--- src/rtl/core/pesr_pkg.sv ---
`default_nettype none
// ----------------------------------------------------------------------------
// pesr_pkg: shared constants of the polyline equal spacing resampler
// Field widths, register indexes and reset values imported by all modules.
// ----------------------------------------------------------------------------
package pesr_pkg;

	localparam int COORD_BITS_DEF = 10;
	localparam int FRAC_BITS_DEF  = 8;
	localparam int LOC_BITS       = 19;
	localparam int CFG_W          = 8;
	localparam int CFG_IDX_W      = 1;
	localparam int MAX_PTS        = 64;

	localparam logic [CFG_IDX_W-1:0] REG_SPACING   = 1'b0;
	localparam logic [CFG_IDX_W-1:0] REG_STEP_SIZE = 1'b1;

	localparam logic [CFG_W-1:0] SPACING_RST   = 8'd24;
	localparam logic [CFG_W-1:0] STEP_SIZE_RST = 8'd26;

endpackage
`default_nettype wire

--- src/rtl/core/polyline_equal_spacing_resampler.sv ---
`default_nettype none
// ----------------------------------------------------------------------------
// polyline_equal_spacing_resampler: equal spacing point placement on strokes
// Vertices enter on the in channel (kind, x, y); points leave on the out
// channel (loc_x, loc_y, last), last marking the final point of a vertex.
// Both channels use valid/stall; a transaction completes when valid is high
// and stall is low. spacing and step_size are written through cfg_wr_en,
// cfg_index and cfg_data, only while the block is idle; the user must keep
// to this, as the block does not enforce it. A stroke-opening vertex is
// emitted as a single point with last set. A segment vertex is set up by a
// multiply and the bit-serial slope divider, then each search step and each
// distance check runs difference, square and compare; up to 64 points are
// placed per vertex.
// A two-entry command queue lets the next vertex be set up while points of
// the previous one are searched. When the receiver stalls, the output
// register holds its point and the search waits for the slot.
// Reset clears the stroke state, empties the queue and restores
// spacing 24 and step_size 26.
// ----------------------------------------------------------------------------
module polyline_equal_spacing_resampler import pesr_pkg::*; #(
	parameter int COORD_BITS = COORD_BITS_DEF,
	parameter int FRAC_BITS  = FRAC_BITS_DEF
) (
	input  wire logic                  clk,
	input  wire logic                  arst_n,
	input  wire logic                  in_valid,
	output logic                       in_stall,
	input  wire logic                  kind,
	input  wire logic [COORD_BITS-1:0] x,
	input  wire logic [COORD_BITS-1:0] y,
	output logic                       out_valid,
	input  wire logic                  out_stall,
	output logic signed [LOC_BITS-1:0] loc_x,
	output logic signed [LOC_BITS-1:0] loc_y,
	output logic                       last,
	input  wire logic                  cfg_wr_en,
	input  wire logic [CFG_IDX_W-1:0]  cfg_index,
	input  wire logic [CFG_W-1:0]      cfg_data
);

	localparam int SX_W = CFG_W + 1;
	localparam int SY_W = COORD_BITS + CFG_W + 1;

	typedef struct packed {
		logic                   is_start;
		logic [COORD_BITS-1:0]  vx;
		logic [COORD_BITS-1:0]  vy;
		logic [COORD_BITS-1:0]  px;
		logic [COORD_BITS-1:0]  py;
		logic signed [SX_W-1:0] sx;
		logic signed [SY_W-1:0] sy;
	} cmd_t;

	logic [CFG_W-1:0] spacing_q, step_size_q;
	cmd_t             wr_cmd, rd_cmd;
	logic             push, full, pop, empty;

	always_ff @(posedge clk or negedge arst_n) begin
		if (!arst_n) begin
			spacing_q   <= SPACING_RST;
			step_size_q <= STEP_SIZE_RST;
		end else if (cfg_wr_en) begin
			case (cfg_index)
				REG_SPACING:   spacing_q   <= cfg_data;
				REG_STEP_SIZE: step_size_q <= cfg_data;
				default:       spacing_q   <= spacing_q;
			endcase
		end
	end

	pesr_front #(
		.COORD_BITS(COORD_BITS),
		.cmd_t     (cmd_t)
	) u_front (
		.clk      (clk),
		.arst_n   (arst_n),
		.in_valid (in_valid),
		.in_stall (in_stall),
		.kind     (kind),
		.x        (x),
		.y        (y),
		.step_size(step_size_q),
		.push     (push),
		.full     (full),
		.cmd      (wr_cmd)
	);

	pesr_fifo #(
		.cmd_t(cmd_t)
	) u_fifo (
		.clk    (clk),
		.arst_n (arst_n),
		.push   (push),
		.wr_data(wr_cmd),
		.full   (full),
		.pop    (pop),
		.rd_data(rd_cmd),
		.empty  (empty)
	);

	pesr_back #(
		.COORD_BITS(COORD_BITS),
		.FRAC_BITS (FRAC_BITS),
		.cmd_t     (cmd_t)
	) u_back (
		.clk      (clk),
		.arst_n   (arst_n),
		.cmd_valid(!empty),
		.cmd      (rd_cmd),
		.pop      (pop),
		.spacing  (spacing_q),
		.out_valid(out_valid),
		.out_stall(out_stall),
		.loc_x    (loc_x),
		.loc_y    (loc_y),
		.last     (last)
	);

`ifndef SYNTHESIS
	a_no_push_when_full: assert property (@(posedge clk) disable iff (!arst_n)
		push && full |=> push)
		else $error("command push lost while queue full");
	a_no_pop_when_empty: assert property (@(posedge clk) disable iff (!arst_n)
		pop |-> !empty)
		else $error("command pop from empty queue");
	a_stall_until_pushed: assert property (@(posedge clk) disable iff (!arst_n)
		push |-> in_stall)
		else $error("vertex accepted while command pending");
`endif

endmodule
`default_nettype wire

--- src/rtl/core/pesr_front.sv ---
`default_nettype none
// ----------------------------------------------------------------------------
// pesr_front: vertex intake and segment setup
// Accepts vertices, tracks the stroke, and builds one command per vertex
// with the per-step position increments (slope divided bit-serially).
// ----------------------------------------------------------------------------
module pesr_front import pesr_pkg::*; #(
	parameter int COORD_BITS = COORD_BITS_DEF,
	parameter type cmd_t = logic
) (
	input  wire logic                  clk,
	input  wire logic                  arst_n,
	input  wire logic                  in_valid,
	output logic                       in_stall,
	input  wire logic                  kind,
	input  wire logic [COORD_BITS-1:0] x,
	input  wire logic [COORD_BITS-1:0] y,
	input  wire logic [CFG_W-1:0]      step_size,
	output logic                       push,
	input  wire logic                  full,
	output cmd_t                       cmd
);

	localparam int NUM_W = COORD_BITS + CFG_W;
	localparam int SX_W  = CFG_W + 1;
	localparam int SY_W  = NUM_W + 1;
	localparam int CNT_W = $clog2(NUM_W + 1);

	typedef enum logic [3:0] {
		F_IDLE = 4'b0001,
		F_MUL  = 4'b0010,
		F_DIV  = 4'b0100,
		F_PUSH = 4'b1000
	} fstate_t;

	fstate_t                 state_q;
	logic                    open_q;
	logic [COORD_BITS-1:0]   pvx_q, pvy_q;
	cmd_t                    cmd_q;
	logic [COORD_BITS-1:0]   adx_q, ady_q;
	logic                    dxneg_q, dyneg_q;
	logic [NUM_W-1:0]        num_q, quo_q;
	logic [COORD_BITS-1:0]   rem_q;
	logic [CNT_W-1:0]        cnt_q;

	logic signed [COORD_BITS:0] dxp, dyp;
	logic [COORD_BITS:0]        rem_sh;
	logic                       qbit;
	logic [NUM_W-1:0]           quo_nxt;
	logic signed [SX_W-1:0]     st_s;
	logic signed [SY_W-1:0]     q_s;

	assign dxp     = signed'({1'b0, x}) - signed'({1'b0, pvx_q});
	assign dyp     = signed'({1'b0, y}) - signed'({1'b0, pvy_q});
	assign rem_sh  = {rem_q, num_q[NUM_W-1]};
	assign qbit    = rem_sh >= {1'b0, adx_q};
	assign quo_nxt = {quo_q[NUM_W-2:0], qbit};
	assign st_s    = signed'({1'b0, step_size});
	assign q_s     = signed'({1'b0, quo_nxt});

	assign in_stall = state_q != F_IDLE;
	assign push     = state_q == F_PUSH;
	assign cmd      = cmd_q;

	always_ff @(posedge clk or negedge arst_n) begin
		if (!arst_n) begin
			state_q <= F_IDLE;
			open_q  <= 1'b0;
			pvx_q   <= '0;
			pvy_q   <= '0;
		end else begin
			case (state_q)
				F_IDLE: begin
					if (in_valid) begin
						open_q    <= 1'b1;
						pvx_q     <= x;
						pvy_q     <= y;
						cmd_q.vx  <= x;
						cmd_q.vy  <= y;
						cmd_q.px  <= pvx_q;
						cmd_q.py  <= pvy_q;
						adx_q     <= dxp[COORD_BITS] ? COORD_BITS'(-dxp) : dxp[COORD_BITS-1:0];
						ady_q     <= dyp[COORD_BITS] ? COORD_BITS'(-dyp) : dyp[COORD_BITS-1:0];
						dxneg_q   <= dxp[COORD_BITS];
						dyneg_q   <= dyp[COORD_BITS];
						cmd_q.sx  <= '0;
						cmd_q.sy  <= '0;
						if (!kind || !open_q) begin
							cmd_q.is_start <= 1'b1;
							state_q        <= F_PUSH;
						end else begin
							cmd_q.is_start <= 1'b0;
							state_q        <= F_MUL;
						end
					end
				end
				F_MUL: begin
					num_q <= ady_q * step_size;
					rem_q <= '0;
					quo_q <= '0;
					cnt_q <= '0;
					if (adx_q == '0) begin
						if (ady_q == '0) cmd_q.sy <= '0;
						else cmd_q.sy <= dyneg_q ? -SY_W'(st_s) : SY_W'(st_s);
						state_q <= F_PUSH;
					end else begin
						state_q <= F_DIV;
					end
				end
				F_DIV: begin
					rem_q <= qbit ? COORD_BITS'(rem_sh - {1'b0, adx_q}) : rem_sh[COORD_BITS-1:0];
					num_q <= num_q << 1;
					quo_q <= quo_nxt;
					cnt_q <= cnt_q + 1'b1;
					if (cnt_q == CNT_W'(NUM_W - 1)) begin
						cmd_q.sx <= dxneg_q ? -st_s : st_s;
						cmd_q.sy <= dyneg_q ? -q_s : q_s;
						state_q  <= F_PUSH;
					end
				end
				F_PUSH: begin
					if (!full) state_q <= F_IDLE;
				end
				default: state_q <= F_IDLE;
			endcase
		end
	end

endmodule
`default_nettype wire

--- src/rtl/core/pesr_fifo.sv ---
`default_nettype none
// ----------------------------------------------------------------------------
// pesr_fifo: two-entry command queue
// Decouples segment setup from the point search.
// ----------------------------------------------------------------------------
module pesr_fifo import pesr_pkg::*; #(
	parameter type cmd_t = logic
) (
	input  wire logic clk,
	input  wire logic arst_n,
	input  wire logic push,
	input  cmd_t      wr_data,
	output logic      full,
	input  wire logic pop,
	output cmd_t      rd_data,
	output logic      empty
);

	cmd_t       mem_q [2];
	logic       wr_ptr_q, rd_ptr_q;
	logic [1:0] cnt_q;
	logic       do_push, do_pop;

	assign full    = cnt_q == 2'd2;
	assign empty   = cnt_q == 2'd0;
	assign do_push = push && !full;
	assign do_pop  = pop && !empty;
	assign rd_data = mem_q[rd_ptr_q];

	always_ff @(posedge clk) begin
		if (do_push) mem_q[wr_ptr_q] <= wr_data;
	end

	always_ff @(posedge clk or negedge arst_n) begin
		if (!arst_n) begin
			wr_ptr_q <= 1'b0;
			rd_ptr_q <= 1'b0;
			cnt_q    <= 2'd0;
		end else begin
			if (do_push) wr_ptr_q <= !wr_ptr_q;
			if (do_pop) rd_ptr_q <= !rd_ptr_q;
			case ({do_push, do_pop})
				2'b10:   cnt_q <= cnt_q + 2'd1;
				2'b01:   cnt_q <= cnt_q - 2'd1;
				default: cnt_q <= cnt_q;
			endcase
		end
	end

endmodule
`default_nettype wire

--- src/rtl/core/pesr_back.sv ---
`default_nettype none
// ----------------------------------------------------------------------------
// pesr_back: point search and output
// Steps along each segment, compares squared distances to the spacing and
// emits points through an output register.
// ----------------------------------------------------------------------------
module pesr_back import pesr_pkg::*; #(
	parameter int COORD_BITS = COORD_BITS_DEF,
	parameter int FRAC_BITS  = FRAC_BITS_DEF,
	parameter type cmd_t = logic
) (
	input  wire logic                       clk,
	input  wire logic                       arst_n,
	input  wire logic                       cmd_valid,
	input  cmd_t                            cmd,
	output logic                            pop,
	input  wire logic [CFG_W-1:0]           spacing,
	output logic                            out_valid,
	input  wire logic                       out_stall,
	output logic signed [LOC_BITS-1:0]      loc_x,
	output logic signed [LOC_BITS-1:0]      loc_y,
	output logic                            last
);

	localparam int LIM_W = CFG_W + FRAC_BITS;
	localparam int CAP_W = LIM_W + 2;
	localparam int POS_W = LOC_BITS + COORD_BITS + FRAC_BITS;
	localparam int DIF_W = POS_W + 1;
	localparam int SQ_W  = 2 * LIM_W;
	localparam int N_W   = $clog2(MAX_PTS + 1);
	localparam logic signed [POS_W-1:0] LOC_HI = POS_W'(2 ** (LOC_BITS - 1) - 1);
	localparam logic signed [POS_W-1:0] LOC_LO = -LOC_HI - POS_W'(1);

	typedef enum logic [4:0] {
		B_IDLE   = 5'b00001,
		B_DIFF   = 5'b00010,
		B_SQR    = 5'b00100,
		B_DECIDE = 5'b01000,
		B_EMIT   = 5'b10000
	} bstate_t;

	function automatic logic signed [LOC_BITS-1:0] sat_loc(input logic signed [POS_W-1:0] v);
		logic signed [POS_W-1:0] r;
		begin
			r = v;
			if (v > LOC_HI) r = LOC_HI;
			if (v < LOC_LO) r = LOC_LO;
			return r[LOC_BITS-1:0];
		end
	endfunction

	function automatic logic signed [POS_W-1:0] to_pos(input logic [COORD_BITS-1:0] v);
		return signed'({{LOC_BITS{1'b0}}, v, {FRAC_BITS{1'b0}}});
	endfunction

	bstate_t                     state_q;
	logic                        outer_q, emit_last_q;
	logic [N_W-1:0]              n_q;
	logic [CAP_W-1:0]            steps_q, cap_q;
	logic [SQ_W-1:0]             limsq_q;
	logic signed [POS_W-1:0]     ex_q, ey_q, cx_q, cy_q;
	logic signed [$bits(cmd.sx)-1:0] sx_q;
	logic signed [$bits(cmd.sy)-1:0] sy_q;
	logic signed [LOC_BITS-1:0]  lx_q, ly_q;
	logic [LIM_W-1:0]            ax_s1, ay_s1;
	logic                        big_s1, big_s2;
	logic [SQ_W-1:0]             sqx_s2, sqy_s2;
	logic                        out_valid_q, last_q;
	logic signed [LOC_BITS-1:0]  loc_x_q, loc_y_q;

	logic [LIM_W-1:0]            lim;
	logic signed [DIF_W-1:0]     dax, day;
	logic [DIF_W-1:0]            ax, ay;
	logic                        far;
	logic signed [LOC_BITS-1:0]  cxs, cys;
	logic                        slot;

	assign lim = {spacing, {FRAC_BITS{1'b0}}};
	assign dax = outer_q ? DIF_W'(ex_q) - DIF_W'(lx_q) : DIF_W'(lx_q) - DIF_W'(cx_q);
	assign day = outer_q ? DIF_W'(ey_q) - DIF_W'(ly_q) : DIF_W'(ly_q) - DIF_W'(cy_q);
	assign ax  = dax[DIF_W-1] ? DIF_W'(-dax) : DIF_W'(dax);
	assign ay  = day[DIF_W-1] ? DIF_W'(-day) : DIF_W'(day);
	assign far = big_s2 || ({1'b0, sqx_s2} + {1'b0, sqy_s2} >= {1'b0, limsq_q});
	assign cxs = sat_loc(cx_q);
	assign cys = sat_loc(cy_q);
	assign slot = !out_valid_q || !out_stall;

	assign pop       = state_q == B_IDLE && cmd_valid;
	assign out_valid = out_valid_q;
	assign loc_x     = loc_x_q;
	assign loc_y     = loc_y_q;
	assign last      = last_q;

	always_ff @(posedge clk) begin
		ax_s1  <= ax[LIM_W-1:0];
		ay_s1  <= ay[LIM_W-1:0];
		big_s1 <= (ax >= DIF_W'(lim)) || (ay >= DIF_W'(lim));
		sqx_s2 <= ax_s1 * ax_s1;
		sqy_s2 <= ay_s1 * ay_s1;
		big_s2 <= big_s1;
	end

	always_ff @(posedge clk or negedge arst_n) begin
		if (!arst_n) begin
			state_q     <= B_IDLE;
			outer_q     <= 1'b0;
			emit_last_q <= 1'b0;
			n_q         <= '0;
			steps_q     <= '0;
			lx_q        <= '0;
			ly_q        <= '0;
			out_valid_q <= 1'b0;
		end else begin
			if (state_q == B_EMIT && slot) out_valid_q <= 1'b1;
			else if (!out_stall) out_valid_q <= 1'b0;
			case (state_q)
				B_IDLE: begin
					if (cmd_valid) begin
						ex_q    <= to_pos(cmd.vx);
						ey_q    <= to_pos(cmd.vy);
						cx_q    <= to_pos(cmd.px);
						cy_q    <= to_pos(cmd.py);
						sx_q    <= cmd.sx;
						sy_q    <= cmd.sy;
						limsq_q <= lim * lim;
						cap_q   <= CAP_W'({lim, 1'b0}) + CAP_W'(2);
						n_q     <= '0;
						if (cmd.is_start) begin
							lx_q        <= sat_loc(to_pos(cmd.vx));
							ly_q        <= sat_loc(to_pos(cmd.vy));
							emit_last_q <= 1'b1;
							state_q     <= B_EMIT;
						end else begin
							outer_q <= 1'b1;
							state_q <= B_DIFF;
						end
					end
				end
				B_DIFF:   state_q <= B_SQR;
				B_SQR:    state_q <= B_DECIDE;
				B_DECIDE: begin
					if (outer_q) begin
						if (far) begin
							if (n_q != '0) begin
								emit_last_q <= 1'b0;
								state_q     <= B_EMIT;
							end else begin
								outer_q <= 1'b0;
								steps_q <= '0;
								state_q <= B_DIFF;
							end
						end else if (n_q != '0) begin
							emit_last_q <= 1'b1;
							state_q     <= B_EMIT;
						end else begin
							state_q <= B_IDLE;
						end
					end else if (!far && steps_q < cap_q) begin
						cx_q    <= cx_q + POS_W'(sx_q);
						cy_q    <= cy_q + POS_W'(sy_q);
						steps_q <= steps_q + 1'b1;
						state_q <= B_DIFF;
					end else begin
						cx_q <= POS_W'(cxs);
						cy_q <= POS_W'(cys);
						lx_q <= cxs;
						ly_q <= cys;
						n_q  <= n_q + 1'b1;
						if (n_q == N_W'(MAX_PTS - 1)) begin
							emit_last_q <= 1'b1;
							state_q     <= B_EMIT;
						end else begin
							outer_q <= 1'b1;
							state_q <= B_DIFF;
						end
					end
				end
				B_EMIT: begin
					if (slot) begin
						loc_x_q     <= lx_q;
						loc_y_q     <= ly_q;
						last_q      <= emit_last_q;
						outer_q     <= 1'b0;
						steps_q     <= '0;
						state_q     <= emit_last_q ? B_IDLE : B_DIFF;
					end
				end
				default: state_q <= B_IDLE;
			endcase
		end
	end

endmodule
`default_nettype wire
--- config.mk ---
export PLATFORM = sky130hd
export DESIGN_NAME = polyline_equal_spacing_resampler
export DESIGN_NICKNAME = d
export VERILOG_FILES = /design/src/rtl/core/pesr_pkg.sv /design/src/rtl/core/polyline_equal_spacing_resampler.sv /design/src/rtl/core/pesr_front.sv /design/src/rtl/core/pesr_fifo.sv /design/src/rtl/core/pesr_back.sv
export SDC_FILE = /design/constraint.sdc
export NUM_CORES = 2
export LEC_CHECK = 0
export BUFFER_PORTS_ARGS = -buffer_cell sky130_fd_sc_hd__buf_4
export CORE_MARGIN = 2
export CORE_UTILIZATION = 70
export DETAILED_ROUTE_END_ITERATION = 10
export GPL_TIMING_DRIVEN = 1
export PLACE_DENSITY = 0.86
export SETUP_SLACK_MARGIN = 0.05
export SYNTH_ARGS = -nofsm -noshare
export SYNTH_HDL_FRONTEND = slang
export SYNTH_HIERARCHICAL = 1
export SYNTH_SLANG_ARGS = --single-unit
--- constraint.sdc ---
create_clock -name clk -period 19.67 [get_ports clk]
set_clock_uncertainty 0.2 [all_clocks]
set_input_delay 3.934 -clock clk [delete_from_list [all_inputs] [get_ports clk]]
set_output_delay 3.934 -clock clk [all_outputs]
set_load 0.05 [all_outputs]
==> run_results.csv <==
group,metric,value,unit
die,fp-row-count,107,
place,gp_congestion,0.993,
final_layout,drive_above_1_share,6.86,%
synthesis,yosysSeqAreaShare,31.1,%
drt,ant_nets,0,
clock_network,cts_setup_buffers,0,
synthesis,synth_nets,7246,
place,place_hpwl,116000,µm
timing,max_freq,119,MHz
clock_network,worstSkewPairLatency,0.66,ns
synthesis,synth_top_family_by_area,"adder cells",
final_layout,fill_cells,5688,
global_route,grt_pass1_wl,253000,µm
drt,drtIter0Drc,5406,
global_route,gr-usage-all-layers,35.6,%
worst_hold_path,min_path_type,"reg -> reg",
critical_path,slowest_delay,0.66,ns
clock_network,cts_hold_buf,0,
synthesis,async_flop_share,17.2,%
critical_path,cp-end-kind,"flip-flop",
final_layout,layoutNonFillerInstCount,7439,
critical_path,crit_type,"reg -> reg",
timing,slew_violations,0,
synthesis,ys_types,112,
die,initial_utilization,70.7,%
critical_path,start_kind,"flip-flop",
final_layout,area_growth_syn_to_layout,6.72,%
clock_network,post_cts_resized,0,
die,dieArea,88300,µm²
synthesis,synth_ff_type,"edfxtp_1",
synthesis,netlist_instances,6250,
timing,grt_setup_unrepaired,"no",
drt,wire_per_inst,21.2,µm
synthesis,synth_top_area_share,23.1,%
final_layout,n_antenna_cell,0,
job,drv_cap,0,
critical_path,cp_num_buf_inv,1,
synthesis,ys_seq_elements,674,
drt,vias_per_cell,6.41,
synthesis,synth_commonest_cells,"inv_1, ha_1, edfxtp_1, nand2_1, fa_1",
clock_network,cts_buffers,74,
synthesis,syn-cell-area,60200,µm²
place,port_buffers,75,
drt,wl_met1,59300,µm
timing,fin_tns_setup,0,ns
die,pin_count,76,
timing,fin_crit,8.40,ns
global_route,grt_pass1_vias,48200,
clock_network,path_clk_slew,0.06,ns
critical_path,arrival,8.80,ns
synthesis,synth_compound_gate_area_share,14.1,%
synthesis,yosys.area.top_type,"edfxtp_1",
die,die_y,297,µm
final_layout,regArea,18700,µm²
clock_network,cts_buffer_depth,3,
synthesis,synthSimpleGateAreaFrac,15.2,%
drt,num_vias,47700,
drt,dr.pass1.iters,6,
clock_network,clock-root-buffer,"clkbuf_16",
drt,routed-wl-met3,12900,µm
critical_path,crit_family,"compound AO/OA/AOI/OAI gates",
synthesis,synth_warnings,6,
drt,highest-signal-layer,"met4",
critical_path,cp_max_fo,65,
drt,drc,0,
drt,wl_met2,76600,µm
clock_network,cts_tree,"built",
synthesis,netlist_top_cells_area,"edfxtp_1, fa_1, ha_1",
synthesis,synth_edf_count,462,
critical_path,cpMostUsedCell,"a21o_1",
global_route,grt_start_max_net_pins,100,
global_route,grt_overflow,0,
synthesis,synth_xor_area_share,4.73,%
critical_path,critPathRequiredTime,20.06,ns
final_layout,layout.nets,7229,
timing,fin_crit_sh,42.7,%
critical_path,critPathSlowestCell,"nor2_1",
outcome,status,"completed",
clock_network,htree_levels,3,
die,core,85100,µm²
timing,setup_viol,0,
clock_network,clock_sinks,674,
synthesis,synth.area.mux_share,3.20,%
place,placed_cells,7301,
synthesis,synth_fa_ha_area_share,25.1,%
synthesis,avgSynthCellArea,9.63,µm²
final_layout,multi_input_area,37600,µm²
drt,finalWirelength,158000,µm
die,die_w,297,µm
timing,relSlewSlack,23.5,%
global_route,antenna_found_initial,2,
timing,worst_slew_pin_slew,1.15,ns
timing,final_hold_viol_count,0,
synthesis,synth_most_common_cell,"inv_1",
sequential cells by signal, indices dropped and copies added (netlist names), 16 cells and up:
name and flops:
u_back/loc_y 19, u_front/quo_q 17, u_fifo/mem_q 138, u_back/lx_q 19, u_back/sqy_s2 31, u_front/cmd 69, u_back/ax_s1 16, u_back/sy_q 19
u_back/cy_q 37, u_front/num_q 18, u_back/loc_x 19, u_back/ly_q 19, u_back/sqx_s2 31, u_back/steps_q 18, u_back/ay_s1 16, u_back/cx_q 37
cell usage in the layout (no fill, tap or decap), types with 96 or more instances in the layout:
| cell | n |
|---|---|
| fa_1 | 412 |
| a21oi_1 | 392 |
| and2_1 | 217 |
| dfxtp_1 | 96 |
| xnor2_1 | 215 |
| inv_1 | 808 |
| nand3_1 | 109 |
| dfrtp_1 | 107 |
| ha_1 | 549 |
| o21ai_0 | 278 |
| xor2_1 | 110 |
| buf_4 | 103 |
| nand2_1 | 456 |
| a21o_1 | 113 |
| edfxtp_1 | 462 |
| nor2_1 | 409 |
per-stage QoR:
stage	utilization, %	instance area (µm²)	hold WS [ns]	setup WS (ns)
finish	75.4	64200	0.173	11.27
floorplan	-	60200	0.110	12.01
detailed placement	72.3	61600	0.166	11.50
CTS	75.4	64200	0.174	11.44
global placement	72.3	61600	0.163	11.77
global route	75.4	64200	0.177	10.74
area by class of cell:
| class | instances | area share [%] |
|---|---|---|
| inverters | 810 | 4.74 |
| flip-flops and latches | 674 | 29.1 |
| clock buffers | 96 | 3.16 |
| well taps | 1144 | 2.23 |
| repair buffers | 104 | 1.22 |
| clock inverters | 42 | 0.967 |
| multi-input cells | 4569 | 58.5 |
cell families after synthesis:
logic type,count (synthesis)
flip-flops,674
AO/OA/AOI/OAI,1324
adder cells (fa/ha/maj),961
buffers and inverters,1007
AND/OR/NAND/NOR,1807
multiplexers,152
XOR/XNOR,325
metal layers:
metal  global-route usage [%]  vias to the layer above
met1                     44.9                    22900
met5                        0                        -
li1                         -                    21700
met2                     60.6                     2507
met3                     4.80                      553
met4                     17.5                        0
path summary, 6_finish.rpt:
kind / start / endpoint / slack (ns) / cells after the start
max: u_back/sqx_s2[3] / u_back/lx_q[7] / 11.27 / 30
min: u_back/big_s1 / u_back/big_s2 / 0.17 / 0
max reg2reg: u_back/sqx_s2[3] / u_back/lx_q[7] / 11.27 / 30
min reg2reg: u_back/big_s1 / u_back/big_s2 / 0.17 / 0
max in group asynchronous: arst_n / u_back/ly_q[2] / 14.75 / 3
min in group asynchronous: arst_n / u_back/n_q[3] / 3.02 / 1
worst reg2reg max path: cells and delay by family, from the launching register on:
family | cells | cell delay [ns]
AO/OA/AOI/OAI | 15 | 3.70
XOR/XNOR | 1 | 0.09
adder cells (fa/ha/maj) | 2 | 0.63
buffers and inverters | 1 | 0.37
flip-flops | 1 | 0.30
AND/OR/NAND/NOR | 11 | 3.07
Power is left out: the tool's default activity adds up to more than one toggle a clock period on the data nets, which glitch-free logic cannot reach.
